### src/sv/bne_pkg.sv
`default_nettype none

package bne_pkg;

  localparam int MAX_SIZE   = 256;
  localparam int MAX_DIAG   = 15;
  localparam int SIZE_W     = 9;
  localparam int DIAG_W     = 4;
  localparam int IDX_W      = 8;
  localparam int VAL_W      = 32;
  localparam int SUM_W      = 64;
  localparam int CALC_W     = 11;
  localparam int BAND_DEPTH = MAX_SIZE * MAX_DIAG;
  localparam int BAND_AW    = $clog2(BAND_DEPTH);
  localparam int CFG_AW     = 2;
  localparam int IN_DATA_W  = 48;
  localparam int OUT_DATA_W = 80;

  // configuration register indexes
  localparam logic [CFG_AW-1:0] REG_SIZE = 2'd0;
  localparam logic [CFG_AW-1:0] REG_DIAG = 2'd1;

  localparam logic [SIZE_W-1:0] SIZE_RST = 9'd256;
  localparam logic [DIAG_W-1:0] DIAG_RST = 4'd3;

  typedef enum logic [1:0] {
    ACT_LOAD_A = 2'd0,
    ACT_LOAD_B = 2'd1,
    ACT_PROD   = 2'd2,
    ACT_RHS    = 2'd3
  } action_e;

  // controller -> datapath
  typedef struct packed {
    logic capture;   // latch the accepted word
    logic setup;     // decode, write stores, compute the row range
    logic issue;     // read one band row and advance the row counter
    logic out_load;  // move the finished sum into the output register
  } ctrl_cmd_t;

  // datapath -> controller
  typedef struct packed {
    logic is_load;
    logic skip;      // request out of band/size, or empty row range
    logic last;      // row counter sits on the last row
    logic busy;      // multiply-accumulate pipe still holds work
    logic out_free;  // output register empty or being drained
  } dp_stat_t;

endpackage

`default_nettype wire

### src/sv/bne_ctrl.sv
`default_nettype none

module bne_ctrl (
  input  logic               clk_i,
  input  logic               rst_ni,
  input  logic               s_valid_i,
  output logic               s_ready_o,
  input  bne_pkg::dp_stat_t  stat_i,
  output bne_pkg::ctrl_cmd_t cmd_o
);
  import bne_pkg::*;

  localparam logic [2:0] ST_IDLE  = 3'd0;
  localparam logic [2:0] ST_SETUP = 3'd1;
  localparam logic [2:0] ST_RUN   = 3'd2;
  localparam logic [2:0] ST_DRAIN = 3'd3;
  localparam logic [2:0] ST_DONE  = 3'd4;

  logic [2:0] state_q, state_d;

  always_comb begin
    state_d          = state_q;
    cmd_o            = '0;
    s_ready_o        = 1'b0;
    unique case (state_q)
      ST_IDLE: begin
        s_ready_o = 1'b1;
        if (s_valid_i) begin
          cmd_o.capture = 1'b1;
          state_d       = ST_SETUP;
        end
      end
      ST_SETUP: begin
        cmd_o.setup = 1'b1;
        if (stat_i.is_load) state_d = ST_IDLE;
        else if (stat_i.skip) state_d = ST_DONE;
        else state_d = ST_RUN;
      end
      ST_RUN: begin
        cmd_o.issue = 1'b1;
        if (stat_i.last) state_d = ST_DRAIN;
      end
      ST_DRAIN: begin
        if (!stat_i.busy) state_d = ST_DONE;
      end
      ST_DONE: begin
        if (stat_i.out_free) begin
          cmd_o.out_load = 1'b1;
          state_d        = ST_IDLE;
        end
      end
      default: state_d = ST_IDLE;
    endcase
  end

  always_ff @(posedge clk_i or negedge rst_ni) begin
    if (!rst_ni) state_q <= ST_IDLE;
    else state_q <= state_d;
  end

endmodule

`default_nettype wire

### config.mk
export PLATFORM = sky130hd
export DESIGN_NAME = bne_ctrl
export DESIGN_NICKNAME = d
export VERILOG_FILES = /design/src/sv/bne_pkg.sv /design/src/sv/bne_ctrl.sv
export SDC_FILE = /design/constraint.sdc
export NUM_CORES = 1
export LEC_CHECK = 0
export BUFFER_PORTS_ARGS = -buffer_cell sky130_fd_sc_hd__buf_2
export CAP_MARGIN = 40
export CORE_AREA = 5 5 42 44
export DETAILED_ROUTE_END_ITERATION = 6
export DIE_AREA = 0 0 47 49
export GPL_TIMING_DRIVEN = 0
export PLACE_DENSITY = 0.47
export SYNTH_ARGS = -nofsm -noshare
export SYNTH_HDL_FRONTEND = slang
export SYNTH_SLANG_ARGS = --single-unit
### constraint.sdc
create_clock -name clk_i -period 1.3 [get_ports clk_i]
set_clock_uncertainty 0.2 [all_clocks]
set_input_delay 0.26 -clock clk_i [delete_from_list [all_inputs] [get_ports clk_i]]
set_output_delay 0.26 -clock clk_i [all_outputs]
set_load 0.1 [all_outputs]
# [Yosys cells after proc, flatten, opt, wreduce, memory -nomap -nowiden]
# Index checks and enable logic that the tools add are counted.
[word_totals] regBits=3 inputBits=8 output_inout_bits=5 wordCells=25
[classes] eq_ne=8 muxes=14 n_reduce_logical=2
[ops] cell="$mux W3" count=6
[ops] cell="$pmux W3 S5" count=1
[ops] cell="$ne A2 B2 Y1 const B" count=4
[ops] cell="$mux W1" count=7
[ops] cell="$eq A3 B2 Y1 const B" count=2
[ops] cell="$reduce_and A4 Y1" count=1
[ops] cell="$eq A3 B1 Y1 const B" count=1
[ops] cell="$eq A3 B3 Y1 const B" count=1
[ops] cell="$logic_not A3 Y1" count=1

# [Logic depth before layout (Yosys ltp)]
# Gate-level depths: netlist of the first run.
[depth] ltp_word=3 mapped_depth=4 mapped_depth_nobuf=3

# [Worst setup path before layout of the first run]
# Ideal clock, no wire load.
[synth_path] path_type="register to output" start="register state_q[1]" end="output cmd_o[3] in the netlist's numbering" arrival_ns=3.549 t_required_ns=0.840 path_slack_ns=-2.709 path_stages_with_launch=4 n_path_buf=1 cell_sequence="dfrtp_1 buf_6 nor3_1 and2_1"
[synth_rtl] item="start, declared" line="bne_ctrl.sv:19" rtl="logic [2:0] state_q, state_d;"
[synth_rtl] item="start signal, assigned" line="bne_ctrl.sv:58" rtl="else state_q <= state_d;"
[synth_rtl] item="end, declared" line="bne_ctrl.sv:9" rtl="output bne_pkg::ctrl_cmd_t cmd_o"

==> results of run 1 <==
[placed cells by master (no fill, tap or decap), types with 2 or more instances in the layout]
cell and n:
sky130_fd_sc_hd__buf_2 7, sky130_fd_sc_hd__inv_2 2, sky130_fd_sc_hd__buf_4 3, sky130_fd_sc_hd__nor3_2 2, sky130_fd_sc_hd__dfrtp_1 3, sky130_fd_sc_hd__buf_12 4, sky130_fd_sc_hd__clkbuf_4 3, sky130_fd_sc_hd__buf_6 6
sky130_fd_sc_hd__a21oi_1 2, sky130_fd_sc_hd__nor3_4 2
[kinds of logic (layout without fill, tap and decap cells)]
| logic type | count (synthesis) | in the layout | share of synthesized area, % |
|---|---|---|---|
| AND/OR/NAND/NOR | 11 | 11 | 32.6 |
| multiplexers | 1 | 1 | 4.49 |
| buffers and inverters | 5 | 27 | 15.7 |
| AO/OA/AOI/OAI | 5 | 5 | 13.5 |
| flip-flops | 3 | 3 | 33.7 |
[cells in the mapped netlist (all sizes together)]
master and n:
a211oi 1, a21oi 2, dfrtp 3, o21ai 1
o31ai 1, inv 2, nand2b 1, nor4bb 1
nor3b 1, nor2 1, buf 3, nand2 1
nor3 4, and2 1, mux2i 1, nor4b 1
[worst register-to-register path: stages, from the launching register on]
cell                       delay, ps
sky130_fd_sc_hd__dfrtp_1         360
sky130_fd_sc_hd__buf_6           140
sky130_fd_sc_hd__buf_4           130
sky130_fd_sc_hd__buf_6           110
sky130_fd_sc_hd__mux2i_1         110
sky130_fd_sc_hd__a211oi_1        240
[layout make-up]
type | instances | share of cell area, %
timing repair buffer | 18 | 36.4
multi-input combinational | 17 | 30.9
sequential | 3 | 15.1
buffer | 3 | 6.78
clock buffer | 4 | 5.28
tap | 16 | 4.02
inverter | 2 | 1.51
[worst paths after layout]
path	startpoint	endpoint	slack, ps	depth (start not counted)
min in group asynchronous	rst_ni	state_q[2]	150	2
min	stat_i[1]	state_q[2]	140	3
max in group asynchronous	rst_ni	state_q[0]	650	2
max	state_q[0]	cmd_o[3]	-410	4
min reg2reg	state_q[2]	state_q[1]	370	2
max reg2reg	state_q[0]	state_q[0]	-90	5
[metal layers]
| layer | vias to the layer above | global-route usage [%] | part of all wire, % |
|---|---|---|---|
| met5 | - | 0 | 0 |
| met3 | 0 | 3.69 | 3.1 |
| met4 | 0 | 6.91 | 0 |
| li1 | 135 | - | - |
| met2 | 7 | 11.3 | 58 |
| met1 | 124 | 7.51 | 38 |
[per-stage QoR]
step	setup TNS, ps	cells
finish	-1910	63
global route	-2510	63
CTS	-1880	61
detailed placement	-1620	53
global placement	-1600	53
floorplan	-3710	25
[timing repair]
action | in CTS | in global routing
endpoints found under the hold margin | 3 | 0
pin swaps | 4 | 3
setup buffers | 3 | 2
gates cloned | 0 | 0
gates resized for setup | 18 | 4
hold buffers | 1 | 0
setup endpoints to repair | 5 | 8
==> report_table.html, run 1 <==
<table>
<tr><th>Metric</th><th>Value</th></tr>
<tr><th colspan="2">Status</th></tr>
<tr><td>Status</td><td>finished, violations left</td></tr>
<tr><td>Violated checks</td><td>setup timing</td></tr>
<tr><th colspan="2">Yosys</th></tr>
<tr><td>Share of Yosys cell area claimed by the top area cell type</td><td>33.7%</td></tr>
<tr><td>Number of standard cells after synthesis</td><td>25</td></tr>
<tr><td>Number of distinct library cells after synthesis</td><td>17</td></tr>
<tr><td>Net count of the mapped netlist</td><td>33</td></tr>
<tr><td>Seq/Total Area, Yosys</td><td>33.7%</td></tr>
<tr><td>Post-synth design cell area</td><td>223 um^2</td></tr>
<tr><td>Largest area contributor in the synthesized netlist</td><td>sky130_fd_sc_hd__dfrtp_1</td></tr>
<tr><td>Ranking of synthesized cells by area</td><td>sky130_fd_sc_hd__dfrtp_1 34%, sky130_fd_sc_hd__buf_6 10%, sky130_fd_sc_hd__nor3_1 9.0%</td></tr>
<tr><td>Synthesis-stage register bit count</td><td>3</td></tr>
<tr><td>Number of warning messages in the yosys log</td><td>0</td></tr>
<tr><td>Average cell area after synthesis</td><td>8.91 um^2</td></tr>
<tr><th colspan="2">Floorplanning</th></tr>
<tr><td>DIE AREA</td><td>2300 um^2</td></tr>
<tr><td>X dimension of the die</td><td>47 um</td></tr>
<tr><td>Number of cell rows</td><td>14</td></tr>
<tr><td>Die span in y</td><td>49 um</td></tr>
<tr><td>Core box area</td><td>1400 um^2</td></tr>
<tr><td>I/O pin cnt</td><td>13</td></tr>
<tr><td>Starting density of the core</td><td>15.9%</td></tr>
<tr><th colspan="2">Placed design</th></tr>
<tr><td>Final GP Congestion</td><td>0.684</td></tr>
<tr><td>Worst slack at placement</td><td>-401 ps</td></tr>
<tr><td>Count of buffers inserted at the top-level ports</td><td>12</td></tr>
<tr><td>Dpl hpwl</td><td>436 um</td></tr>
<tr><td>Cell area reported after detailed placement</td><td>338 um^2</td></tr>
<tr><th colspan="2">Global route</th></tr>
<tr><td>Sum of overflow across all layers after global routing</td><td>0</td></tr>
<tr><td>First-pass GRT wire length</td><td>1210 um</td></tr>
<tr><td>Number of global-route vias before repair</td><td>307</td></tr>
<tr><td>Antenna violations before repair</td><td>0</td></tr>
<tr><td>Aggregate global-route resource usage</td><td>7.69%</td></tr>
<tr><td>Pin count of the biggest net entering global routing</td><td>10</td></tr>
<tr><th colspan="2">Layout</th></tr>
<tr><td>Final #Nets</td><td>56</td></tr>
<tr><td>Design Area, Final</td><td>498 um^2</td></tr>
<tr><td>Register area</td><td>75.1 um^2</td></tr>
<tr><td>Final antenna diode count</td><td>0</td></tr>
<tr><td>Area of the multi-input gates</td><td>154 um^2</td></tr>
<tr><td>Fraction of layout cells with a size suffix above 1</td><td>68.1%</td></tr>
<tr><td>Number of flip-flops under the largest register name</td><td>3</td></tr>
<tr><td>Area growth from synthesis to layout</td><td>124%</td></tr>
<tr><td>Register with the most flip-flops</td><td>state_q</td></tr>
<tr><td>Fill cell total of the finished layout</td><td>157</td></tr>
<tr><td>Largest registers</td><td>state_q x3</td></tr>
<tr><td>Core utilization of the finished layout</td><td>35.5%</td></tr>
<tr><th colspan="2">STA</th></tr>
<tr><td>RSZ-0062 raised after global routing</td><td>yes</td></tr>
<tr><td>Final hold violation count</td><td>0</td></tr>
<tr><td>Crit path setup slack, layout</td><td>-410 ps</td></tr>
<tr><td>Period utilization</td><td>132%</td></tr>
<tr><td>Post-route worst hold slack</td><td>144 ps</td></tr>
<tr><td>Final Slew Violations</td><td>0</td></tr>
<tr><td>Time the worst path needs with I/O delays and setup</td><td>1710 ps</td></tr>
<tr><td>Max Freq</td><td>585 MHz</td></tr>
<tr><td>Least-Margin Pin Slew</td><td>217 ps</td></tr>
<tr><td>Worst slew slack as a fraction of its limit</td><td>85.3%</td></tr>
<tr><td>Final setup violating endpoints</td><td>7</td></tr>
<tr><th colspan="2">Worst setup path</th></tr>
<tr><td>Buffers plus inverters on the worst setup path</td><td>2</td></tr>
<tr><td>Delay contributed by the slowest stage of the critical path</td><td>360 ps</td></tr>
<tr><td>Worst path arrival time</td><td>1250 ps</td></tr>
<tr><td>Worst setup EP type</td><td>output port</td></tr>
<tr><td>Critical-path cell list</td><td>buf_6 &gt; nor3_4 &gt; and2_4 &gt; buf_12</td></tr>
<tr><td>Crit Path Class</td><td>reg2out</td></tr>
<tr><td>Max FO, Critical Path</td><td>8</td></tr>
<tr><td>Req. time, crit path</td><td>840 ps</td></tr>
<tr><td>Startpoint types</td><td>register</td></tr>
<tr><td>Family with the most delay on the worst path</td><td>flip-flops</td></tr>
<tr><td>Cell with the largest stage delay on the worst path</td><td>sky130_fd_sc_hd__dfrtp_1</td></tr>
<tr><th colspan="2">Min path</th></tr>
<tr><td>Worst hold-check path type</td><td>in2reg</td></tr>
<tr><th colspan="2">Detailed routing</th></tr>
<tr><td>Number of DRC violations after detailed routing</td><td>0</td></tr>
<tr><td>Vias per Instance</td><td>4.22</td></tr>
<tr><td>Average wire per standard cell</td><td>10.2 um</td></tr>
<tr><td>Final WL</td><td>640 um</td></tr>
<tr><td>DR iter-0 viols</td><td>1</td></tr>
<tr><td>Number of iterations in the first detailed-routing pass</td><td>2</td></tr>
<tr><td>Number of nets with antenna violations after detailed routing</td><td>0</td></tr>
<tr><td>Total number of vias</td><td>266</td></tr>
<tr><th colspan="2">Clock network</th></tr>
<tr><td>Number of H-tree levels</td><td>1</td></tr>
<tr><td>Clock Pin Slew Worst Setup and Hold Paths</td><td>40 ps</td></tr>
<tr><td>Number of buffers created by CTS</td><td>3</td></tr>
<tr><td># clock sinks</td><td>3</td></tr>
<tr><td>Clock latency of the later-clocked register in the worst-skew pair</td><td>230 ps</td></tr>
<tr><td>CTS tree</td><td>done</td></tr>
<tr><td>Buffers from clock root to sink, at most</td><td>2</td></tr>
<tr><td>Buffer cell driving the clock tree root</td><td>sky130_fd_sc_hd__clkbuf_4</td></tr>
<tr><th colspan="2">Run</th></tr>
<tr><td>Max-cap check violation count</td><td>0</td></tr>
</table>
Power of run 1 is left out: the tool's default activity adds up to more than one toggle a clock period on the data nets, which glitch-free logic cannot reach.
==> run 2: changes to the inputs <==
--- a/config.mk
+++ b/config.mk
@@ -11,7 +11,7 @@
 export DETAILED_ROUTE_END_ITERATION = 6
 export DIE_AREA = 0 0 47 49
 export GPL_TIMING_DRIVEN = 0
-export PLACE_DENSITY = 0.47
+export SETUP_SLACK_MARGIN = 0.1
 export SYNTH_ARGS = -nofsm -noshare
 export SYNTH_HDL_FRONTEND = slang
 export SYNTH_SLANG_ARGS = --single-unit
==> report_table.html, run 2 (synthesis gave the netlist of run 1 again) <==
<table>
<tr><th>Metric</th><th>Value</th></tr>
<tr><th colspan="2">Status</th></tr>
<tr><td>Status</td><td>finished, violations left</td></tr>
<tr><td>Violated checks</td><td>setup timing</td></tr>
<tr><th colspan="2">STA</th></tr>
<tr><td>Final setup violating endpoints</td><td>6</td></tr>
<tr><td>Final Slew Violations</td><td>0</td></tr>
<tr><td>Least-Margin Pin Slew</td><td>248 ps</td></tr>
<tr><td>Max Freq</td><td>586 MHz</td></tr>
<tr><td>Post-route worst hold slack</td><td>134 ps</td></tr>
<tr><td>Final-layout setup total negative slack</td><td>-1940 ps</td></tr>
<tr><td>RSZ-0062 raised after global routing</td><td>yes</td></tr>
<tr><td>Period utilization</td><td>131%</td></tr>
<tr><td>Final hold violation count</td><td>0</td></tr>
<tr><td>Crit path setup slack, layout</td><td>-408 ps</td></tr>
<tr><td>Time the worst path needs with I/O delays and setup</td><td>1710 ps</td></tr>
<tr><td>Worst slew slack as a fraction of its limit</td><td>83.2%</td></tr>
<tr><th colspan="2">Layout</th></tr>
<tr><td>Fill cell total of the finished layout</td><td>146</td></tr>
<tr><td>Commonest cells after routing, fill and taps aside</td><td>7 x sky130_fd_sc_hd__buf_2, 7 x sky130_fd_sc_hd__buf_4, 6 x sky130_fd_sc_hd__buf_6</td></tr>
<tr><td>Fraction of layout cells with a size suffix above 1</td><td>66.0%</td></tr>
<tr><td>Area growth from synthesis to layout</td><td>130%</td></tr>
<tr><td>Number of flip-flops under the largest register name</td><td>3</td></tr>
<tr><td>Register with the most flip-flops</td><td>state_q</td></tr>
<tr><td>Final #Nets</td><td>59</td></tr>
<tr><td>Register area</td><td>75.1 um^2</td></tr>
<tr><td>Largest registers</td><td>state_q x3</td></tr>
<tr><td>Final antenna diode count</td><td>0</td></tr>
<tr><td>Area of the multi-input gates</td><td>156 um^2</td></tr>
<tr><th colspan="2">Floorplanning</th></tr>
<tr><td>Core box area</td><td>1400 um^2</td></tr>
<tr><td>I/O pin cnt</td><td>13</td></tr>
<tr><td>Die span in y</td><td>49 um</td></tr>
<tr><td>Starting density of the core</td><td>15.9%</td></tr>
<tr><td>X dimension of the die</td><td>47 um</td></tr>
<tr><td>Number of cell rows</td><td>14</td></tr>
<tr><td>DIE AREA</td><td>2300 um^2</td></tr>
<tr><th colspan="2">Detailed routing</th></tr>
<tr><td>Routed wl met2</td><td>429 um</td></tr>
<tr><td>Met1 wire length</td><td>300 um</td></tr>
<tr><td>Average wire per standard cell</td><td>11.7 um</td></tr>
<tr><td>Uppermost layer routed</td><td>met4</td></tr>
<tr><td>Final WL</td><td>774 um</td></tr>
<tr><td>Number of DRC violations after detailed routing</td><td>0</td></tr>
<tr><td>DR iter-0 viols</td><td>2</td></tr>
<tr><td>Vias per Instance</td><td>4.32</td></tr>
<tr><td>Detailed route wirelength on metal3</td><td>24 um</td></tr>
<tr><td>Total number of vias</td><td>285</td></tr>
<tr><td>Number of iterations in the first detailed-routing pass</td><td>4</td></tr>
<tr><td>Number of nets with antenna violations after detailed routing</td><td>0</td></tr>
<tr><th colspan="2">Placed design</th></tr>
<tr><td>Count of buffers inserted at the top-level ports</td><td>12</td></tr>
<tr><td>Final GP Congestion</td><td>0.706</td></tr>
<tr><td>Dpl hpwl</td><td>423 um</td></tr>
<tr><td>Worst slack at placement</td><td>-402 ps</td></tr>
<tr><th colspan="2">Global route</th></tr>
<tr><td>Number of global-route vias before repair</td><td>263</td></tr>
<tr><td>Pin count of the biggest net entering global routing</td><td>10</td></tr>
<tr><td>First-pass GRT wire length</td><td>1110 um</td></tr>
<tr><td>Aggregate global-route resource usage</td><td>7.34%</td></tr>
<tr><td>Sum of overflow across all layers after global routing</td><td>0</td></tr>
<tr><td>Antenna violations before repair</td><td>0</td></tr>
<tr><th colspan="2">Clock network</th></tr>
<tr><td>Number of H-tree levels</td><td>1</td></tr>
<tr><td>Clock latency of the later-clocked register in the worst-skew pair</td><td>230 ps</td></tr>
<tr><td>CTS tree</td><td>done</td></tr>
<tr><td># clock sinks</td><td>3</td></tr>
<tr><td>Number of buffers created by CTS</td><td>3</td></tr>
<tr><td>Buffers from clock root to sink, at most</td><td>2</td></tr>
<tr><td>Buffer cell driving the clock tree root</td><td>sky130_fd_sc_hd__clkbuf_4</td></tr>
<tr><td>Clock Pin Slew Worst Setup and Hold Paths</td><td>40 ps</td></tr>
<tr><th colspan="2">Worst setup path</th></tr>
<tr><td>Startpoint types</td><td>register</td></tr>
<tr><td>Max FO, Critical Path</td><td>6</td></tr>
<tr><td>Worst path arrival time</td><td>1250 ps</td></tr>
<tr><td>Crit Path Class</td><td>reg2out</td></tr>
<tr><td>Worst setup EP type</td><td>output port</td></tr>
<tr><td>Req. time, crit path</td><td>840 ps</td></tr>
<tr><th colspan="2">Min path</th></tr>
<tr><td>Worst hold-check path type</td><td>in2reg</td></tr>
<tr><th colspan="2">Run</th></tr>
<tr><td>Max-cap check violation count</td><td>0</td></tr>
</table>
[run 2: cell count changes in the layout (fill, tap and decap cells not counted)]
| cell | previous run | this run |
|---|---|---|
| sky130_fd_sc_hd__buf_12 | 4 | 3 |
| sky130_fd_sc_hd__buf_4 | 3 | 7 |
| sky130_fd_sc_hd__inv_1 | 0 | 1 |
| sky130_fd_sc_hd__inv_2 | 2 | 0 |
| sky130_fd_sc_hd__inv_4 | 0 | 1 |
| sky130_fd_sc_hd__nor4b_2 | 1 | 0 |
| sky130_fd_sc_hd__nor4b_4 | 0 | 1 |
| sky130_fd_sc_hd__nor4bb_1 | 0 | 1 |
| sky130_fd_sc_hd__nor4bb_2 | 1 | 0 |
[run 2: layout make-up]
class                   count  share of cell area [%]
plain buffers               3                    6.59
clock buffers               4                    5.12
inverters                   2                    1.95
multi-input cells          17                    30.5
flip-flops and latches      3                    14.6
well taps                  16                    3.90
repair buffers             21                    37.3
[run 2: through the flow]
stage / cell area, um^2 / utilization, % / instances
CTS: 455 / 32.5 / 60
global route: 513 / 36.6 / 66
global placement: 338 / 24.1 / 53
finish: 513 / 36.6 / 66
detailed placement: 338 / 24.1 / 53
floorplan: 258 / - / 25
[run 2: critical path, cell delays in order (launching register included)]
cell	delay (ps)
sky130_fd_sc_hd__dfrtp_1	360
sky130_fd_sc_hd__buf_6	140
sky130_fd_sc_hd__nor3_4	180
sky130_fd_sc_hd__and2_4	170
sky130_fd_sc_hd__buf_12	160
[run 2: path summary, 6_finish.rpt]
kind                       startpoint          to  slack (ps)  depth (start not counted)
min                         stat_i[1]  state_q[2]         130                          3
max                        state_q[2]    cmd_o[3]        -410                          4
min in group asynchronous      rst_ni  state_q[1]         150                          2
min reg2reg                state_q[1]  state_q[2]         530                          3
max reg2reg                state_q[2]  state_q[2]        -180                          6
max in group asynchronous      rst_ni  state_q[2]         640                          2
[run 2: layer usage]
| metal | up-vias | GRT usage (%) |
|---|---|---|
| met4 | 0 | 8.29 |
| met1 | 135 | 7.76 |
| met5 | - | 0 |
| li1 | 138 | - |
| met2 | 10 | 9.50 |
| met3 | 2 | 3.32 |
[run 2: timing repair]
item,4_1_cts,5_1_grt
hold endpoints to repair,3,0
setup buffers,2,7
hold buffers,1,0
pin swaps,5,7
resized for setup,20,2
setup endpoints to repair,6,8
Power of run 2 is left out for the same reason.
